<file path="src/sm3_pkg.sv">
// Package: SM3 constants, beat type and round helper functions.
`default_nettype none
package sm3_pkg;

  localparam logic [31:0] T_LOW  = 32'h79CC4519;
  localparam logic [31:0] T_HIGH = 32'h7A879D8A;
  localparam logic [7:0]  PAD_BYTE = 8'h80;

  localparam int QUEUE_DEPTH = 4;
  localparam int QPTR_W = $clog2(QUEUE_DEPTH);

  typedef logic [31:0] word_t;

  // One classified beat handed from the front part to the back part.
  typedef struct packed {
    logic [31:0] data;
    logic [2:0]  count;   // clamped to 0..4
    logic        last;
  } beat_t;

  function automatic logic [31:0] iv_word(input logic [2:0] k);
    logic [31:0] v;
    begin
      unique case (k)
        3'd0: v = 32'h7380166F;
        3'd1: v = 32'h4914B2B9;
        3'd2: v = 32'h172442D7;
        3'd3: v = 32'hDA8A0600;
        3'd4: v = 32'hA96F30BC;
        3'd5: v = 32'h163138AA;
        3'd6: v = 32'hE38DEE4D;
        default: v = 32'hB0FB0E4E;
      endcase
      return v;
    end
  endfunction

  function automatic logic [31:0] rotl(input logic [31:0] x, input logic [4:0] n);
    logic [63:0] d;
    begin
      d = {x, x} << n;
      return d[63:32];
    end
  endfunction

  function automatic logic [31:0] p0(input logic [31:0] x);
    return x ^ rotl(x, 5'd9) ^ rotl(x, 5'd17);
  endfunction

  function automatic logic [31:0] p1(input logic [31:0] x);
    return x ^ rotl(x, 5'd15) ^ rotl(x, 5'd23);
  endfunction

endpackage
`default_nettype wire

</file>
<file path="src/sm3_stream_if.sv">
// Interfaces: input beat channel and digest channel.
`default_nettype none
interface sm3_in_if;
  logic        valid;
  logic        ready;
  logic [31:0] word;
  logic [2:0]  byte_count;
  logic        last;
  modport source (output valid, word, byte_count, last, input ready);
  modport sink   (input valid, word, byte_count, last, output ready);
endinterface

interface sm3_out_if;
  logic        valid;
  logic        ready;
  logic [31:0] digest_word;
  logic [2:0]  word_index;
  logic        last_word;
  modport source (output valid, digest_word, word_index, last_word, input ready);
  modport sink   (input valid, digest_word, word_index, last_word, output ready);
endinterface
`default_nettype wire

</file>
<file path="src/sm3_front.sv">
// Front part: accepts beats, clamps the byte count, queues them for the back part.
`default_nettype none
module sm3_front (
  input  wire logic    clk,
  input  wire logic    rst,
  sm3_in_if.sink       in_ch,
  output sm3_pkg::beat_t q_beat,
  output logic         q_valid,
  input  wire logic    q_pop
);

  sm3_pkg::beat_t              mem [sm3_pkg::QUEUE_DEPTH];
  logic [sm3_pkg::QPTR_W-1:0]  wr_ptr, rd_ptr;
  logic [sm3_pkg::QPTR_W:0]    used;
  logic                        push;
  sm3_pkg::beat_t              cls;

  assign in_ch.ready = (used != (sm3_pkg::QPTR_W+1)'(sm3_pkg::QUEUE_DEPTH));
  assign push = in_ch.valid && in_ch.ready;
  assign q_valid = (used != '0);
  assign q_beat = mem[rd_ptr];

  // classify: counts above four mean a full word
  always_comb begin
    cls.data  = in_ch.word;
    cls.count = (in_ch.byte_count > 3'd4) ? 3'd4 : in_ch.byte_count;
    cls.last  = in_ch.last;
  end

  always_ff @(posedge clk) begin
    if (push) mem[wr_ptr] <= cls;
  end

  always_ff @(posedge clk) begin
    if (rst) begin
      wr_ptr <= '0;
      rd_ptr <= '0;
      used   <= '0;
    end else begin
      if (push) wr_ptr <= wr_ptr + 1'b1;
      if (q_pop) rd_ptr <= rd_ptr + 1'b1;
      used <= used + (sm3_pkg::QPTR_W+1)'(push) - (sm3_pkg::QPTR_W+1)'(q_pop);
    end
  end

endmodule
`default_nettype wire

</file>
<file path="src/sm3_back.sv">
// Back part: byte buffering, padding, 64-round compression and digest output.
`default_nettype none
module sm3_back (
  input  wire logic     clk,
  input  wire logic     rst,
  input  wire sm3_pkg::beat_t q_beat,
  input  wire logic     q_valid,
  output logic          q_pop,
  sm3_out_if.source     out_ch
);

  localparam logic [2:0] S_TAKE  = 3'd0;  // wait for a queued beat
  localparam logic [2:0] S_BYTE  = 3'd1;  // append bytes one per cycle
  localparam logic [2:0] S_PAD   = 3'd2;  // padding and length bytes
  localparam logic [2:0] S_EXP   = 3'd3;  // load round state
  localparam logic [2:0] S_ROUND = 3'd4;  // one round per cycle
  localparam logic [2:0] S_FOLD  = 3'd5;  // xor into the chaining value
  localparam logic [2:0] S_EMIT  = 3'd6;  // digest beats

  logic [2:0]  state;
  logic [2:0]  ret_state;     // where to go after a compression
  logic [31:0] cv [8];
  logic [31:0] w [16];        // block buffer, then sliding schedule window
  logic [5:0]  fill;
  logic [63:0] total_bits;
  sm3_pkg::beat_t cur;
  logic [2:0]  bidx;          // byte within current beat
  logic [3:0]  pad_idx;       // 0 marker, 1 zeros, length bytes 8..15 below
  logic [5:0]  rnd;
  logic [31:0] ra, rb, rc, rd, re, rf, rg, rh;
  logic [2:0]  emit_idx;
  logic        fin_pending;   // emit after compression

  // byte to be placed this cycle
  logic [7:0]  put;
  logic        put_en;
  logic [3:0]  len_k;

  assign len_k = pad_idx - 4'd8;

  always_comb begin
    put = 8'h00;
    put_en = 1'b0;
    if (state == S_BYTE && bidx < cur.count) begin
      put = cur.data[(5'd24 - {bidx[1:0], 3'b000}) +: 8];
      put_en = 1'b1;
    end else if (state == S_PAD) begin
      put_en = 1'b1;
      if (pad_idx == 4'd0) put = sm3_pkg::PAD_BYTE;
      else if (pad_idx >= 4'd8) put = total_bits[(6'd56 - {len_k[2:0], 3'b000}) +: 8];
    end
  end

  // round datapath
  logic [31:0] tj, a12, ss1, ss2, ff, gg, tt1, tt2, wnew;
  always_comb begin
    tj  = sm3_pkg::rotl((rnd < 6'd16) ? sm3_pkg::T_LOW : sm3_pkg::T_HIGH, rnd[4:0]);
    a12 = sm3_pkg::rotl(ra, 5'd12);
    ss1 = sm3_pkg::rotl(a12 + re + tj, 5'd7);
    ss2 = ss1 ^ a12;
    if (rnd < 6'd16) begin
      ff = ra ^ rb ^ rc;
      gg = re ^ rf ^ rg;
    end else begin
      ff = (ra & rb) | (ra & rc) | (rb & rc);
      gg = (re & rf) | (~re & rg);
    end
    tt1 = ff + rd + ss2 + (w[0] ^ w[4]);
    tt2 = gg + rh + ss1 + w[0];
    wnew = sm3_pkg::p1(w[0] ^ w[7] ^ sm3_pkg::rotl(w[13], 5'd15))
           ^ sm3_pkg::rotl(w[3], 5'd7) ^ w[10];
  end

  assign q_pop = (state == S_TAKE) && q_valid;
  assign out_ch.valid = (state == S_EMIT);
  assign out_ch.digest_word = cv[emit_idx];
  assign out_ch.word_index = emit_idx;
  assign out_ch.last_word = (emit_idx == 3'd7);

  always_ff @(posedge clk) begin
    if (rst) begin
      state <= S_TAKE;
      ret_state <= S_TAKE;
      fill <= '0;
      total_bits <= '0;
      bidx <= '0;
      pad_idx <= '0;
      rnd <= '0;
      emit_idx <= '0;
      fin_pending <= 1'b0;
      for (int k = 0; k < 8; k++) cv[k] <= sm3_pkg::iv_word(3'(k));
    end else begin
      // byte placement shared by the byte and pad states
      if (put_en) begin
        if (fill[1:0] == 2'd0) w[fill[5:2]] <= {put, 24'h0};
        else w[fill[5:2]][(5'd24 - {fill[1:0], 3'b000}) +: 8] <= put;
        fill <= fill + 6'd1;
      end
      unique case (state)
        S_TAKE: begin
          if (q_valid) begin
            cur <= q_beat;
            bidx <= '0;
            state <= S_BYTE;
          end
        end
        S_BYTE: begin
          if (put_en) begin
            bidx <= bidx + 3'd1;
            total_bits <= total_bits + 64'd8;
            if (fill == 6'd63) begin
              ret_state <= S_BYTE;
              state <= S_EXP;
            end
          end else if (cur.last) begin
            pad_idx <= '0;
            state <= S_PAD;
          end else begin
            state <= S_TAKE;
          end
        end
        S_PAD: begin
          // zero fill runs until position 56, then the length bytes;
          // a marker at position 55 goes straight to the length
          if (pad_idx == 4'd0) pad_idx <= (fill == 6'd55) ? 4'd8 : 4'd1;
          else if (pad_idx == 4'd1 && fill == 6'd55) pad_idx <= 4'd8;
          else if (pad_idx >= 4'd8) pad_idx <= pad_idx + 4'd1;
          if (fill == 6'd63) begin
            fin_pending <= (pad_idx == 4'd15);
            ret_state <= S_PAD;
            state <= S_EXP;
          end
        end
        S_EXP: begin
          ra <= cv[0]; rb <= cv[1]; rc <= cv[2]; rd <= cv[3];
          re <= cv[4]; rf <= cv[5]; rg <= cv[6]; rh <= cv[7];
          rnd <= '0;
          state <= S_ROUND;
        end
        S_ROUND: begin
          rd <= rc; rc <= sm3_pkg::rotl(rb, 5'd9); rb <= ra; ra <= tt1;
          rh <= rg; rg <= sm3_pkg::rotl(rf, 5'd19); rf <= re; re <= sm3_pkg::p0(tt2);
          for (int k = 0; k < 15; k++) w[k] <= w[k+1];
          w[15] <= wnew;
          rnd <= rnd + 6'd1;
          if (rnd == 6'd63) state <= S_FOLD;
        end
        S_FOLD: begin
          cv[0] <= cv[0] ^ ra; cv[1] <= cv[1] ^ rb;
          cv[2] <= cv[2] ^ rc; cv[3] <= cv[3] ^ rd;
          cv[4] <= cv[4] ^ re; cv[5] <= cv[5] ^ rf;
          cv[6] <= cv[6] ^ rg; cv[7] <= cv[7] ^ rh;
          if (fin_pending) begin
            fin_pending <= 1'b0;
            emit_idx <= '0;
            state <= S_EMIT;
          end else begin
            state <= ret_state;
          end
        end
        S_EMIT: begin
          if (out_ch.ready) begin
            emit_idx <= emit_idx + 3'd1;
            if (emit_idx == 3'd7) begin
              for (int k = 0; k < 8; k++) cv[k] <= sm3_pkg::iv_word(3'(k));
              fill <= '0;
              total_bits <= '0;
              state <= S_TAKE;
            end
          end
        end
        default: state <= S_TAKE;
      endcase
    end
  end

endmodule
`default_nettype wire

</file>
<file path="src/sm3_hash_engine_top.sv">
// Top level: SM3 hash engine, front queue plus compression back end.
//
//  channel  dir  payload                                  beat taken when
//  in_ch    in   word[32] byte_count[3] last[1]           valid && ready
//  out_ch   out  digest_word[32] word_index[3] last_word  valid && ready
//
// Each beat is taken, its bytes are placed one by one, and it is then closed;
// each full block is compressed by a load step, 64 rounds on the single round
// unit and a fold. Padding places the pad bytes one by one as well.
// Reset is synchronous; the chaining value returns to the IV at once.
// A four-beat queue lets input keep arriving while the back end compresses
// or waits on a stalled digest beat.
`default_nettype none
module sm3_hash_engine_top (
  input  wire logic clk,
  input  wire logic rst,
  sm3_in_if.sink    in_ch,
  sm3_out_if.source out_ch
);

  sm3_pkg::beat_t q_beat;
  logic           q_valid;
  logic           q_pop;

  sm3_front u_front (
    .clk(clk), .rst(rst), .in_ch(in_ch),
    .q_beat(q_beat), .q_valid(q_valid), .q_pop(q_pop)
  );

  sm3_back u_back (
    .clk(clk), .rst(rst),
    .q_beat(q_beat), .q_valid(q_valid), .q_pop(q_pop), .out_ch(out_ch)
  );

endmodule
`default_nettype wire

</file>
<file path="src/flat_wrapper.sv">
// flat-port wrapper written by rule: the top's interface ports become plain ports
module sm3_hash_engine_top_flat 
  (clk, rst, in_ch_valid, in_ch_word, in_ch_byte_count, in_ch_last, in_ch_ready, out_ch_valid, out_ch_digest_word, out_ch_word_index, out_ch_last_word, out_ch_ready);
  sm3_in_if in_ch_i ();
  sm3_out_if out_ch_i ();
  input  wire logic clk;
  input  wire logic rst;
  input wire logic [$bits(in_ch_i.valid)-1:0] in_ch_valid;
  input wire logic [$bits(in_ch_i.word)-1:0] in_ch_word;
  input wire logic [$bits(in_ch_i.byte_count)-1:0] in_ch_byte_count;
  input wire logic [$bits(in_ch_i.last)-1:0] in_ch_last;
  output wire logic [$bits(in_ch_i.ready)-1:0] in_ch_ready;
  output wire logic [$bits(out_ch_i.valid)-1:0] out_ch_valid;
  output wire logic [$bits(out_ch_i.digest_word)-1:0] out_ch_digest_word;
  output wire logic [$bits(out_ch_i.word_index)-1:0] out_ch_word_index;
  output wire logic [$bits(out_ch_i.last_word)-1:0] out_ch_last_word;
  input wire logic [$bits(out_ch_i.ready)-1:0] out_ch_ready;
  assign in_ch_i.valid = in_ch_valid;
  assign in_ch_i.word = in_ch_word;
  assign in_ch_i.byte_count = in_ch_byte_count;
  assign in_ch_i.last = in_ch_last;
  assign in_ch_ready = in_ch_i.ready;
  assign out_ch_valid = out_ch_i.valid;
  assign out_ch_digest_word = out_ch_i.digest_word;
  assign out_ch_word_index = out_ch_i.word_index;
  assign out_ch_last_word = out_ch_i.last_word;
  assign out_ch_i.ready = out_ch_ready;
  sm3_hash_engine_top u_core (.clk(clk), .rst(rst), .in_ch(in_ch_i), .out_ch(out_ch_i));
endmodule
</file>
<file path="config.mk">
export PLATFORM = sky130hd
export DESIGN_NAME = sm3_hash_engine_top_flat
export DESIGN_NICKNAME = d
export VERILOG_FILES = /design/src/sm3_pkg.sv /design/src/sm3_stream_if.sv /design/src/sm3_front.sv /design/src/sm3_back.sv /design/src/sm3_hash_engine_top.sv /design/src/flat_wrapper.sv
export SDC_FILE = /design/constraint.sdc
export NUM_CORES = 2
export LEC_CHECK = 0
export BUFFER_PORTS_ARGS = -buffer_cell sky130_fd_sc_hd__buf_2
export CAP_MARGIN = 25
export CELL_PAD_IN_SITES_DETAIL_PLACEMENT = 1
export CELL_PAD_IN_SITES_GLOBAL_PLACEMENT = 1
export CORE_ASPECT_RATIO = 0.8
export CORE_MARGIN = 2
export CORE_UTILIZATION = 35
export DETAILED_ROUTE_END_ITERATION = 8
export PLACE_DENSITY_LB_ADDON = 0.15
export SYNTH_ARGS = -nofsm -noshare
export SYNTH_HDL_FRONTEND = slang
export SYNTH_HIERARCHICAL = 1
export SYNTH_SLANG_ARGS = --single-unit
export TNS_END_PERCENT = 50
</file>
<file path="constraint.sdc">
create_clock -name clk -period 22.8 [get_ports clk]
set_clock_uncertainty 0.15 [all_clocks]
set_input_delay 4.56 -clock clk [delete_from_list [all_inputs] [get_ports clk]]
set_output_delay 4.56 -clock clk [all_outputs]
set_load 0.005 [all_outputs]
</file>
==> impl_results.md <==
- Status: completed
- Clock slew at reported path FFs: 0.06 ns
- CTS buffer count: 148
- Post-synth net total: 6,897
- Peak VDD IR: 0.000129 V
- Hold Path Class: flop to flop
- Final GP Congestion: 0.948
- Final #Nets: 6,917
- Total chip power: 9410 uW
- Setup TNS: 0 ns
- Setup slack after layout: 12.66 ns
- Row Count: 147
- Register area share after synthesis: 0.525
- Worst Path Arrival: 10.52 ns
- Worst setup EP type: flop
- Detailed-route vias per instance: 5.34
- Power density over the cells: 120 nW/um^2
- #FFs+latches synth: 1,305
- Multi-input logic area: 31,100 um^2
- Pleak: 0.0313 uW
- Global route overflow: 0
- Fmax: 0.0986 GHz
- Die area: 204,000 um^2
- Slew headroom: 0.256
- IO Count: 78
- Final hold viol count: 0
- H-tree depth: 4
- Initial core utilization: 0.351
- Initial drt markers: 4,695
- Fillcell total: 22,000
- Distinct cells, synth: 98
- Final min period: 10.14 ns
- Crit share post-route: 0.445
- Average size of a mapped cell: 10.7 um^2
- Maxcap violations: 0
- Slowest CP cell: clkinv_1
- Most used cell, CP: fa_1
- DP Area: 73,700 um^2
- Clock buffer depth: 3
- Post-route ant nets: 0
- First-pass GRT wire length: 371,000 um
- Height of the chip: 405 um
- Post-synth EDFFs: 1,076
- Horiz. Die Dim: 505 um
- Root Buffer: clkbuf_16
- R2r setup slk: 12.66 ns
- Critical path class: flop to flop
- Largest net degree at the start of global routing: 202
- Setup crit start kind: flop
- Area Overhead vs Synth: 11.8%
- Routed vias: 50,100
- Layout cells sized above 1: 0.100
- Cts repair resizes: 0
- DP HPWL: 190,000 um
- Max Slew Vio Count: 0
- Unrepaired setup endpoints after global routing: false
- Netlist Area Pre-Place: 70,200 um^2
- Vias in the first global route: 50,000
- CP delay by family, top: compound AO/OA/AOI/OAI gates
- All-Layer GR Usage: 0.250
- Initial antenna violation count: 13
- Avg WL per Cell: 27.5 um
- Slowest stage delay, CP: 0.62 ns
- TritonCTS clock tree: done
- Worst Path Buf+Inv: 3
- Final setup viols: 0
- Worst slew pin tran: 1.11 ns
- CP Max Fanout: 48
- Ys Warns: 6
- # clock sinks: 1,305
- Sequential cell area: 36,900 um^2
- Cells after Synth: 6,548
- Number of hold buffers added after cts: 0
- Pre-CTS WS: 12.49 ns
- Wirelength, routed: 258,000 um
- Primary FF master, synth: edfxtp_1
- Port Buffers: 77
- Core Box Area: 200,000 um^2
- Asr flop ratio synth: 0
- Clock Latency Late Sink: 0.82 ns
- Fin area: 78,500 um^2
- Setup Buffers After CTS: 0
- 1st-pass router iterations: 5
- WP data required: 23.18 ns
- Drt drc: 0
-- cell usage after synthesis (all sizes together), types with 6 or more instances --
library cell / number / area, um^2
nand2: 1797 / 6750
edfxtp: 1076 / 32300
xnor2: 436 / 3840
o21ai: 392 / 1970
nor2: 347 / 1310
inv: 276 / 1040
clkbuf: 271 / 1020
a21oi: 238 / 1210
dfxtp: 229 / 4580
xor2: 209 / 1830
fa: 189 / 3780
a21o: 124 / 931
mux4: 121 / 2750
ha: 120 / 1500
and3: 89 / 557
nand3: 82 / 410
mux2: 74 / 833
nor3: 64 / 337
buf: 63 / 318
mux2i: 51 / 510
nor2b: 22 / 138
nand2b: 21 / 131
nand4: 21 / 131
a31oi: 20 / 125
and2: 20 / 125
or3: 19 / 119
a211oi: 18 / 145
o21bai: 11 / 86.3
and4: 10 / 87.6
or2: 10 / 62.6
o21a: 9 / 67.6
a221oi: 8 / 82.6
xnor3: 8 / 181
o211ai: 7 / 57.6
a2111oi: 6 / 110
a22oi: 6 / 45.0
nand3b: 6 / 45.0
o22ai: 6 / 37.5
-- state kept, by name (all words and copies together) (netlist names), 32 cells and up, named ones only --
signal,flops
u_core/u_back/cur,36
u_core/u_back/cv,256
u_core/u_back/ra,32
u_core/u_back/rb,32
u_core/u_back/rc,32
u_core/u_back/rd,32
u_core/u_back/re,32
u_core/u_back/rf,32
u_core/u_back/rg,32
u_core/u_back/rh,32
u_core/u_back/total_bits,61
u_core/u_back/w,512
u_core/u_front/mem,144
-- layer usage --
layer | track usage | wire length, um | part of all wire
met4 | 0.0537 | 5720 | 0.022
met1 | 0.364 | 120000 | 0.47
met5 | 0 | 14 | 0.000054
met3 | 0.0330 | 13400 | 0.052
met2 | 0.398 | 118000 | 0.46
-- through the flow --
| step | hold slack (ns) | cells | utilization |
|---|---|---|---|
| after floorplan | 0.296 | 6548 | - |
| after global placement | 0.321 | 9063 | 0.367 |
| after detailed placement | 0.324 | 9096 | 0.368 |
| after CTS | 0.352 | 9368 | 0.392 |
| after global routing | 0.373 | 9372 | 0.392 |
| final | 0.348 | 9374 | 0.392 |
-- kinds of logic (layout without fill, tap and decap cells) --
| group | after synthesis | in the layout | synth area share |
|---|---|---|---|
| DFF | 1305 | 1305 | 0.525 |
| other | 0 | 2 | 0 |
| AOI/OAI and AO/OA | 899 | 899 | 0.0768 |
| xor gates and xnor gates | 653 | 653 | 0.0834 |
| adders and majority gates | 309 | 309 | 0.0753 |
| muxes | 246 | 246 | 0.0583 |
| and+or+nand+nor | 2524 | 2524 | 0.147 |
| buffers and inverters | 612 | 754 | 0.0339 |
-- final timing paths --
kind	from	endpoint	cells past startpoint
max	u_core/u_back/rnd[2]	u_core/u_back/re[27]	31
max reg2reg	u_core/u_back/rnd[2]	u_core/u_back/re[27]	31
min reg2reg	u_core/u_back/ret_state[1]	u_core/u_back/ret_state[1]	2
min	u_core/u_back/ret_state[1]	u_core/u_back/ret_state[1]	2
-- area by class of cell --
class | instances | area share
Sequential cell | 1305 | 0.470
Antenna cell | 2 | 0.0000637
Inverter | 278 | 0.0134
Tap cell | 2682 | 0.0427
Timing Repair Buffer | 204 | 0.0170
Multi-Input combinational cell | 4631 | 0.395
Clock buffer | 198 | 0.0504
Clock inverter | 74 | 0.0110
-- report_power, final --
part           internal, uW  leakage [uW]  switching [uW]
Combinational          1650        0.0171            2470
Clock                  1320       0.00231            1090
Sequential             2750        0.0119             132
-- cells in the final DEF (no fill, tap or decap), drive strengths merged, types with 7 or more instances in the layout --
cell type,instances
nand4,21
clkbuf,199
and4,10
fa,189
nand3,82
inv,279
edfxtp,1076
nand2b,21
o21ai,392
clkinv,61
xor2,209
nand2,1797
mux4,121
a221oi,8
mux2i,51
a31oi,20
xnor3,8
nor2,347
or3,19
dfxtp,229
nor2b,22
mux2,74
a211oi,18
o211ai,7
o21bai,11
xnor2,436
a21o,124
or2,10
o21a,9
ha,120
and3,89
buf,203
a21oi,238
nor3,64
and2,20
-- worst reg2reg max path: cells and delay by family (launching register included) --
family / cells / cell delay (ns)
flops: 1 / 0.31
buf+inv: 3 / 1.09
mux: 2 / 0.58
simple gates: 4 / 1.03
xor+xnor: 3 / 0.98
fa+ha+maj: 6 / 2.48
compound gates: 13 / 3.29
Power figures use the tool's default switching activity.
